**config.mk**
```make
export PLATFORM = sky130hd
export DESIGN_NAME = rgb_to_hsl_converter
export DESIGN_NICKNAME = d
export VERILOG_FILES = /design/src/rhsl_pkg.sv /design/src/rhsl_prep.sv /design/src/rhsl_div_cell.sv /design/src/rgb_to_hsl_converter.sv
export SDC_FILE = /design/constraint.sdc
export NUM_CORES = 2
export LEC_CHECK = 0
export BUFFER_PORTS_ARGS = -buffer_cell sky130_fd_sc_hd__buf_2
export CORE_MARGIN = 5
export CORE_UTILIZATION = 35
export CTS_CLUSTER_DIAMETER = 80
export DETAILED_ROUTE_END_ITERATION = 12
export PLACE_DENSITY = 0.48
export SETUP_SLACK_MARGIN = 0.4
export SLEW_MARGIN = 10
export SYNTH_ARGS = -nofsm -noshare
export SYNTH_HDL_FRONTEND = slang
export SYNTH_SLANG_ARGS = --single-unit
export TNS_END_PERCENT = 30
```
**constraint.sdc**
```tcl
create_clock -name clk -period 25.5 [get_ports clk]
set_input_delay 1.275 -clock clk [delete_from_list [all_inputs] [get_ports clk]]
set_output_delay 1.275 -clock clk [all_outputs]
set_load 0.05 [all_outputs]
```
**src/rhsl_pkg.sv**
```systemverilog
// ----------------------------------------------------------------------------
// rhsl_pkg: shared definitions for the rgb to hsl converter
// Default sizes, scale constants, lane indexes and the control word that
// travels down the cell chain.
// ----------------------------------------------------------------------------
`default_nettype none
package rhsl_pkg;
	localparam int COMPONENT_BITS_DEF = 8;
	// quotient bits per ratio, enough for a hue of 360
	localparam int QUO_BITS = 9;
	localparam int HUE_SECTOR = 60;
	localparam int HUE_FULL = 360;
	localparam int PCT_SCALE = 100;

	// lane indexes of the three ratios
	localparam int LANE_HUE = 0;
	localparam int LANE_SAT = 1;
	localparam int LANE_LIGHT = 2;
	localparam int LANES = 3;

	typedef struct packed {
		logic valid;
		logic grey;
	} rhsl_ctl_t;
endpackage
`default_nettype wire

```
**src/rhsl_prep.sv**
```systemverilog
// ----------------------------------------------------------------------------
// rhsl_prep: front cell of the converter
// Finds max, min, delta and sum and forms a rounded numerator and a
// denominator for each of hue, saturation and lightness.
// ----------------------------------------------------------------------------
`default_nettype none
module rhsl_prep #(
	parameter int CB = 8,
	parameter int NW = 18,
	parameter int DW = 10
) (
	input  wire logic                         clk,
	input  wire logic                         arst_n,
	input  wire logic                         en,
	input  wire logic                         in_valid,
	input  wire logic [CB-1:0]                red,
	input  wire logic [CB-1:0]                green,
	input  wire logic [CB-1:0]                blue,
	output rhsl_pkg::rhsl_ctl_t               ctl_s1,
	output logic [rhsl_pkg::LANES-1:0][NW-1:0] num_s1,
	output logic [rhsl_pkg::LANES-1:0][DW-1:0] den_s1
);
	import rhsl_pkg::*;

	localparam logic [NW-1:0] FULL = NW'((64'd1 << CB) - 64'd1);
	localparam logic [NW-1:0] SIXTY = NW'(HUE_SECTOR);
	localparam logic [NW-1:0] PCT2 = NW'(2 * PCT_SCALE);

	logic [NW-1:0] rw, gw, bw, mx, mn, delta, sum, hnum, den_sat;
	logic [LANES-1:0][NW-1:0] num_d;
	logic [LANES-1:0][DW-1:0] den_d;

	always_comb begin
		rw = NW'(red);
		gw = NW'(green);
		bw = NW'(blue);
		mx = rw;
		mn = rw;
		if (gw > mx) mx = gw;
		if (bw > mx) mx = bw;
		if (gw < mn) mn = gw;
		if (bw < mn) mn = bw;
		delta = mx - mn;
		sum = mx + mn;
		// sector rule, red wins ties, then green
		if (mx == rw) begin
			if (gw >= bw) hnum = SIXTY * (gw - bw);
			else hnum = NW'(6) * SIXTY * delta - SIXTY * (bw - gw);
		end else if (mx == gw) begin
			if (bw >= rw) hnum = NW'(2) * SIXTY * delta + SIXTY * (bw - rw);
			else hnum = NW'(2) * SIXTY * delta - SIXTY * (rw - bw);
		end else begin
			if (rw >= gw) hnum = NW'(4) * SIXTY * delta + SIXTY * (rw - gw);
			else hnum = NW'(4) * SIXTY * delta - SIXTY * (gw - rw);
		end
		den_sat = (sum < FULL) ? sum : (FULL + FULL - sum);
		// round(n/d) = floor((2n + d) / 2d)
		num_d[LANE_HUE] = (hnum << 1) + delta;
		num_d[LANE_SAT] = PCT2 * delta + den_sat;
		num_d[LANE_LIGHT] = PCT2 * sum + FULL + FULL;
		den_d[LANE_HUE] = DW'(delta << 1);
		den_d[LANE_SAT] = DW'(den_sat << 1);
		den_d[LANE_LIGHT] = DW'(FULL << 2);
	end

	always_ff @(posedge clk or negedge arst_n) begin
		if (!arst_n) begin
			ctl_s1 <= '0;
		end else if (en) begin
			ctl_s1.valid <= in_valid;
			ctl_s1.grey <= (delta == '0);
		end
	end

	always_ff @(posedge clk) begin
		if (en) begin
			num_s1 <= num_d;
			den_s1 <= den_d;
		end
	end
endmodule
`default_nettype wire

```
**src/rhsl_div_cell.sv**
```systemverilog
// ----------------------------------------------------------------------------
// rhsl_div_cell: one restoring division step for all three lanes
// Settles quotient bit BIT of each ratio and hands the remainder on.
// ----------------------------------------------------------------------------
`default_nettype none
module rhsl_div_cell #(
	parameter int NW = 18,
	parameter int DW = 10,
	parameter int QW = 9,
	parameter int BIT = 0
) (
	input  wire logic                          clk,
	input  wire logic                          arst_n,
	input  wire logic                          en,
	input  wire rhsl_pkg::rhsl_ctl_t           ctl_i,
	input  wire logic [rhsl_pkg::LANES-1:0][NW-1:0] rem_i,
	input  wire logic [rhsl_pkg::LANES-1:0][DW-1:0] den_i,
	input  wire logic [rhsl_pkg::LANES-1:0][QW-1:0] quo_i,
	output rhsl_pkg::rhsl_ctl_t                ctl_q,
	output logic [rhsl_pkg::LANES-1:0][NW-1:0] rem_q,
	output logic [rhsl_pkg::LANES-1:0][DW-1:0] den_q,
	output logic [rhsl_pkg::LANES-1:0][QW-1:0] quo_q
);
	import rhsl_pkg::*;

	logic [LANES-1:0][NW:0] diff;
	logic [LANES-1:0][NW-1:0] rem_d;
	logic [LANES-1:0][QW-1:0] quo_d;

	always_comb begin
		for (int l = 0; l < LANES; l++) begin
			diff[l] = {1'b0, rem_i[l]} - ((NW+1)'(den_i[l]) << BIT);
			rem_d[l] = diff[l][NW] ? rem_i[l] : diff[l][NW-1:0];
			quo_d[l] = quo_i[l];
			quo_d[l][BIT] = !diff[l][NW];
		end
	end

	always_ff @(posedge clk or negedge arst_n) begin
		if (!arst_n) begin
			ctl_q <= '0;
		end else if (en) begin
			ctl_q <= ctl_i;
		end
	end

	always_ff @(posedge clk) begin
		if (en) begin
			rem_q <= rem_d;
			den_q <= den_i;
			quo_q <= quo_d;
		end
	end
endmodule
`default_nettype wire

```
**src/rgb_to_hsl_converter.sv**
```systemverilog
// ----------------------------------------------------------------------------
// rgb_to_hsl_converter: pixel rgb to integer hsl
// Front cell, a row of division cells and an output register.
// ----------------------------------------------------------------------------
// Takes one pixel per clock and returns hue in degrees (0..359), saturation
// and lightness in percent (0..100), each rounded half up. The chain is
// one front cell, one division cell per quotient bit, and the output
// register. A stall on the output holds the whole chain; otherwise one
// transaction is taken every cycle.
`default_nettype none
module rgb_to_hsl_converter #(
	parameter int COMPONENT_BITS = rhsl_pkg::COMPONENT_BITS_DEF
) (
	input  wire logic                      clk,
	input  wire logic                      arst_n,
	input  wire logic                      in_valid,
	output logic                           in_ready,
	input  wire logic [COMPONENT_BITS-1:0] red,
	input  wire logic [COMPONENT_BITS-1:0] green,
	input  wire logic [COMPONENT_BITS-1:0] blue,
	output logic                           out_valid,
	input  wire logic                      out_ready,
	output logic [8:0]                     hue,
	output logic [6:0]                     saturation,
	output logic [6:0]                     lightness
);
	import rhsl_pkg::*;

	localparam int NW = COMPONENT_BITS + 10;
	localparam int DW = COMPONENT_BITS + 2;
	localparam int QW = QUO_BITS;

	logic en;
	rhsl_ctl_t ctl_c [QW+1];
	logic [LANES-1:0][NW-1:0] rem_c [QW+1];
	logic [LANES-1:0][DW-1:0] den_c [QW+1];
	logic [LANES-1:0][QW-1:0] quo_c [QW+1];
	logic valid_q;
	logic [8:0] hue_q;
	logic [6:0] sat_q, light_q;
	logic [QW-1:0] hq, sq, lq;

	assign en = !valid_q || out_ready;
	assign in_ready = en;

	rhsl_prep #(.CB(COMPONENT_BITS), .NW(NW), .DW(DW)) u_prep (
		.clk(clk), .arst_n(arst_n), .en(en), .in_valid(in_valid),
		.red(red), .green(green), .blue(blue),
		.ctl_s1(ctl_c[0]), .num_s1(rem_c[0]), .den_s1(den_c[0])
	);
	assign quo_c[0] = '0;

	for (genvar k = 0; k < QW; k++) begin : g_cell
		rhsl_div_cell #(.NW(NW), .DW(DW), .QW(QW), .BIT(QW-1-k)) u_cell (
			.clk(clk), .arst_n(arst_n), .en(en),
			.ctl_i(ctl_c[k]), .rem_i(rem_c[k]), .den_i(den_c[k]), .quo_i(quo_c[k]),
			.ctl_q(ctl_c[k+1]), .rem_q(rem_c[k+1]), .den_q(den_c[k+1]),
			.quo_q(quo_c[k+1])
		);
	end

	assign hq = quo_c[QW][LANE_HUE];
	assign sq = quo_c[QW][LANE_SAT];
	assign lq = quo_c[QW][LANE_LIGHT];

	always_ff @(posedge clk or negedge arst_n) begin
		if (!arst_n) begin
			valid_q <= 1'b0;
		end else if (en) begin
			valid_q <= ctl_c[QW].valid;
		end
	end

	always_ff @(posedge clk) begin
		if (en) begin
			// grey pixel: hue and saturation forced to zero
			if (ctl_c[QW].grey) begin
				hue_q <= '0;
				sat_q <= '0;
			end else begin
				hue_q <= (hq >= QW'(HUE_FULL)) ? 9'(hq - QW'(HUE_FULL)) : 9'(hq);
				sat_q <= (sq > QW'(PCT_SCALE)) ? 7'(PCT_SCALE) : 7'(sq);
			end
			light_q <= (lq > QW'(PCT_SCALE)) ? 7'(PCT_SCALE) : 7'(lq);
		end
	end

	assign out_valid = valid_q;
	assign hue = hue_q;
	assign saturation = sat_q;
	assign lightness = light_q;
endmodule
`default_nettype wire

```
==> flow_metrics.env <==
export IMPL_crit_fanout=22
export IMPL_finalCritPeriodShare_pct=52.31
export IMPL_wl_per_cell_microns=15.47
export IMPL_slew_headroom_pct=22.15
export IMPL_dp_hpwl_mm=81.22
export IMPL_die_area_sq_mm=0.1508
export IMPL_report_final_slew_viol_count=0
export IMPL_netlist_area_leader_share_pct=43.04
export IMPL_hold_viol=0
export IMPL_drv_cap=0
export IMPL_clockBufferDepth=3
export IMPL_dpl_cell_count=6502
export IMPL_crit_type="in -> reg"
export IMPL_die_x_microns=388.3
export IMPL_endpoint_kind="register"
export IMPL_synth_cells=4604
export IMPL_grt_first_pass_wirelength_mm=167.6
export IMPL_grt_overflow=0
export IMPL_syn_to_final_growth_pct=10.50
export IMPL_crit_slowest_cell="a22oi_2"
export IMPL_path_clk_slew_ps=60
export IMPL_rsz0062_at_grt="false"
export IMPL_first_pass_iters=5
export IMPL_setup_viol=0
export IMPL_yosysSeqAreaShare_pct=44.09
export IMPL_drt_wl_total_mm=102.8
export IMPL_grt_util_met1_pct=16.70
export IMPL_drc=0
export IMPL_synthArstFlopShare_pct=2.842
export IMPL_initial_utilization_pct=35.30
export IMPL_grt_usage_pct=13.60
export IMPL_fin_cells=6644
export IMPL_cts_resized=0
export IMPL_use_met2_pct=24.81
export IMPL_row_count=138
export IMPL_ioPinCount=53
export IMPL_synth_most_common_cell="edfxtp_1"
export IMPL_fmax_ghz=0.07497
export IMPL_fin_crit_ps=13340
export IMPL_hold_class="reg -> reg"
export IMPL_port_buffers=52
export IMPL_cp_data_required_time_ps=25870
export IMPL_cts_inserted_buffers=79
export IMPL_clk_latency_ps=660
export IMPL_max_stage_delay_ps=720
export IMPL_netlist_area_sq_mm=0.05010
export IMPL_worst_pin_slew_ps=1160
export IMPL_cts_sinks=739
export IMPL_synth_top_area_cell="edfxtp_1"
export IMPL_final_antenna_net_count=0
export IMPL_ys_warn_count=0
export IMPL_grt_pass1_vias=32191
export IMPL_outcome="complete, no violations"
export IMPL_die_height_microns=388.3
export IMPL_synth_area_per_cell_sq_um=10.88
export IMPL_postCtsHoldBufs=0
export IMPL_syn_nets=5315
export IMPL_ys_types=89
export IMPL_ys_flop_type="edfxtp_1"
export IMPL_crit_top_cell="ha_1"
export IMPL_core_sq_mm=0.1419
export IMPL_arrival_ps=13710
export IMPL_ys_top_cells_by_count="718 x edfxtp_1, 612 x inv_1, 516 x ha_1"
export IMPL_synth_seq_cells=739
export IMPL_synthTopCellsByArea="edfxtp_1 43%, ha_1 13%, fa_1 6.7%"
export IMPL_drtIter0Drc=1524
export IMPL_fin_tns_setup_ps=0
export IMPL_root_buffer="clkbuf_16"
export IMPL_drive_gt1_share_pct=5.574
export IMPL_synth_edf_count=718
export IMPL_antenna_cells=0
export IMPL_grt_max_degree=115
export IMPL_routed_via_count=31458
export IMPL_post_cts_buffers=0
export IMPL_skew_ps=36.69
export IMPL_cts_tree="yes"
export IMPL_viasPerCell=4.735
export IMPL_top_usage_layer="met2"
export IMPL_use_met3_pct=1.716
export IMPL_htreeDepth=3
export IMPL_gp_congestion=0.8441
export IMPL_antenna_found_initial=1
export IMPL_final_nets=5404
export IMPL_start_kind="primary input"
-- cells in the final DEF, fill, tap and decap left out, types with 12 or more instances in the layout --
| cell type | instances |
|---|---|
| edfxtp_1 | 718 |
| inv_1 | 611 |
| ha_1 | 516 |
| a21oi_1 | 335 |
| xnor2_1 | 327 |
| nor2_1 | 325 |
| nand2_1 | 247 |
| o21ai_0 | 172 |
| fa_1 | 167 |
| a21o_1 | 161 |
| xor2_1 | 140 |
| nor2b_1 | 80 |
| clkbuf_16 | 79 |
| nand2b_1 | 75 |
| nor3_1 | 66 |
| nand3_1 | 61 |
| o21bai_1 | 57 |
| buf_2 | 52 |
| mux2i_1 | 33 |
| o211ai_1 | 32 |
| nand4_1 | 28 |
| a21boi_0 | 26 |
| and3_1 | 26 |
| buf_4 | 26 |
| nor4_1 | 23 |
| o21a_1 | 21 |
| or3_1 | 21 |
| dfrtp_1 | 21 |
| and2_1 | 20 |
| o31ai_1 | 19 |
| mux2_2 | 17 |
| a211oi_1 | 16 |
| a31oi_1 | 15 |
| clkinv_2 | 14 |
| bufinv_16 | 13 |
| clkinv_1 | 12 |
-- area by class of cell --
| cell class | instances | area (sq um) |
|---|---|---|
| multi-input combinational | 3179 | 25410 |
| tap | 1890 | 2365 |
| clock inverter | 53 | 709.4 |
| clock buffer | 89 | 2014 |
| timing repair buffer | 78 | 455.4 |
| inverter | 616 | 2320 |
| sequential | 739 | 22090 |
| fill | 13814 | 86570 |
-- cells by family (layout without fill, tap and decap cells) --
group	count (synthesis)	count (layout)	synth area share, %
muxes	53	53	1.129
buffers and inverters	686	836	5.215
xor gates and xnor gates	467	467	8.164
adders and majority gates	687	687	19.64
AOI/OAI and AO/OA	956	956	12.07
and+or+nand+nor	1016	1016	9.690
DFF	739	739	44.09
-- sequential cells by signal, summed over array words and instances, names as in the netlist --
register and count:
g_cell.u_cell.ctl_q 18, g_cell.u_cell.den_q 98, g_cell.u_cell.quo_q 135, g_cell.u_cell.rem_q 400
hue 9, lightness 7, out_valid 1, saturation 7
u_prep.ctl_s1 2, u_prep.den_s1 12, u_prep.num_s1 50
-- per-stage QoR --
stage	cell area, sq um	hold slack (ps)	utilization [%]	setup slack (ps)
6_report	55360	394.0	39.00	12160
5_1_grt	55360	396.6	39.00	11190
4_1_cts	55360	389.4	39.00	12350
3_5_place_dp	52640	404.5	37.09	11670
2_1_floorplan	50100	400.3	-	2777
3_3_place_gp	52640	401.2	37.09	11820
-- routing by layer --
metal,vias up,wire length (microns)
li1,16246,-
met1,14693,45090
met2,392,51520
met3,127,3292
met4,0,2891
met5,-,0
-- path summary, 6_finish.rpt --
| path | start | to | slack, ps | cells past startpoint |
|---|---|---|---|---|
| worst max-delay path | red[6] | u_prep.num_s1[17]$_DFFE_PP_ | 12160 | 51 |
| worst min-delay path | g_cell[2].u_cell.rem_q[41]$_DFFE_PP_ | g_cell[3].u_cell.rem_q[41]$_DFFE_PP_ | 390 | 0 |
| worst max register to register | out_valid$_DFFE_PN0P_ | hue[6]$_SDFFCE_PP0P_ | 21270 | 6 |
| worst min register to register | g_cell[2].u_cell.rem_q[41]$_DFFE_PP_ | g_cell[3].u_cell.rem_q[41]$_DFFE_PP_ | 390 | 0 |
| max in group asynchronous | arst_n | u_prep.ctl_s1[0]$_DFFE_PN0P_ | 24570 | 1 |
| min in group asynchronous | arst_n | out_valid$_DFFE_PN0P_ | 580 | 1 |
-- critical path: cells and delay by family --
kind | cells | cell delay, ps
mux | 1 | 340
compound gates | 17 | 4480
simple gates | 11 | 1640
fa+ha+maj | 10 | 4030
xor+xnor | 4 | 630
buf+inv | 8 | 1270
Power is left out: the tool's default activity adds up to more than one toggle a clock period on the data nets, which glitch-free logic cannot reach.
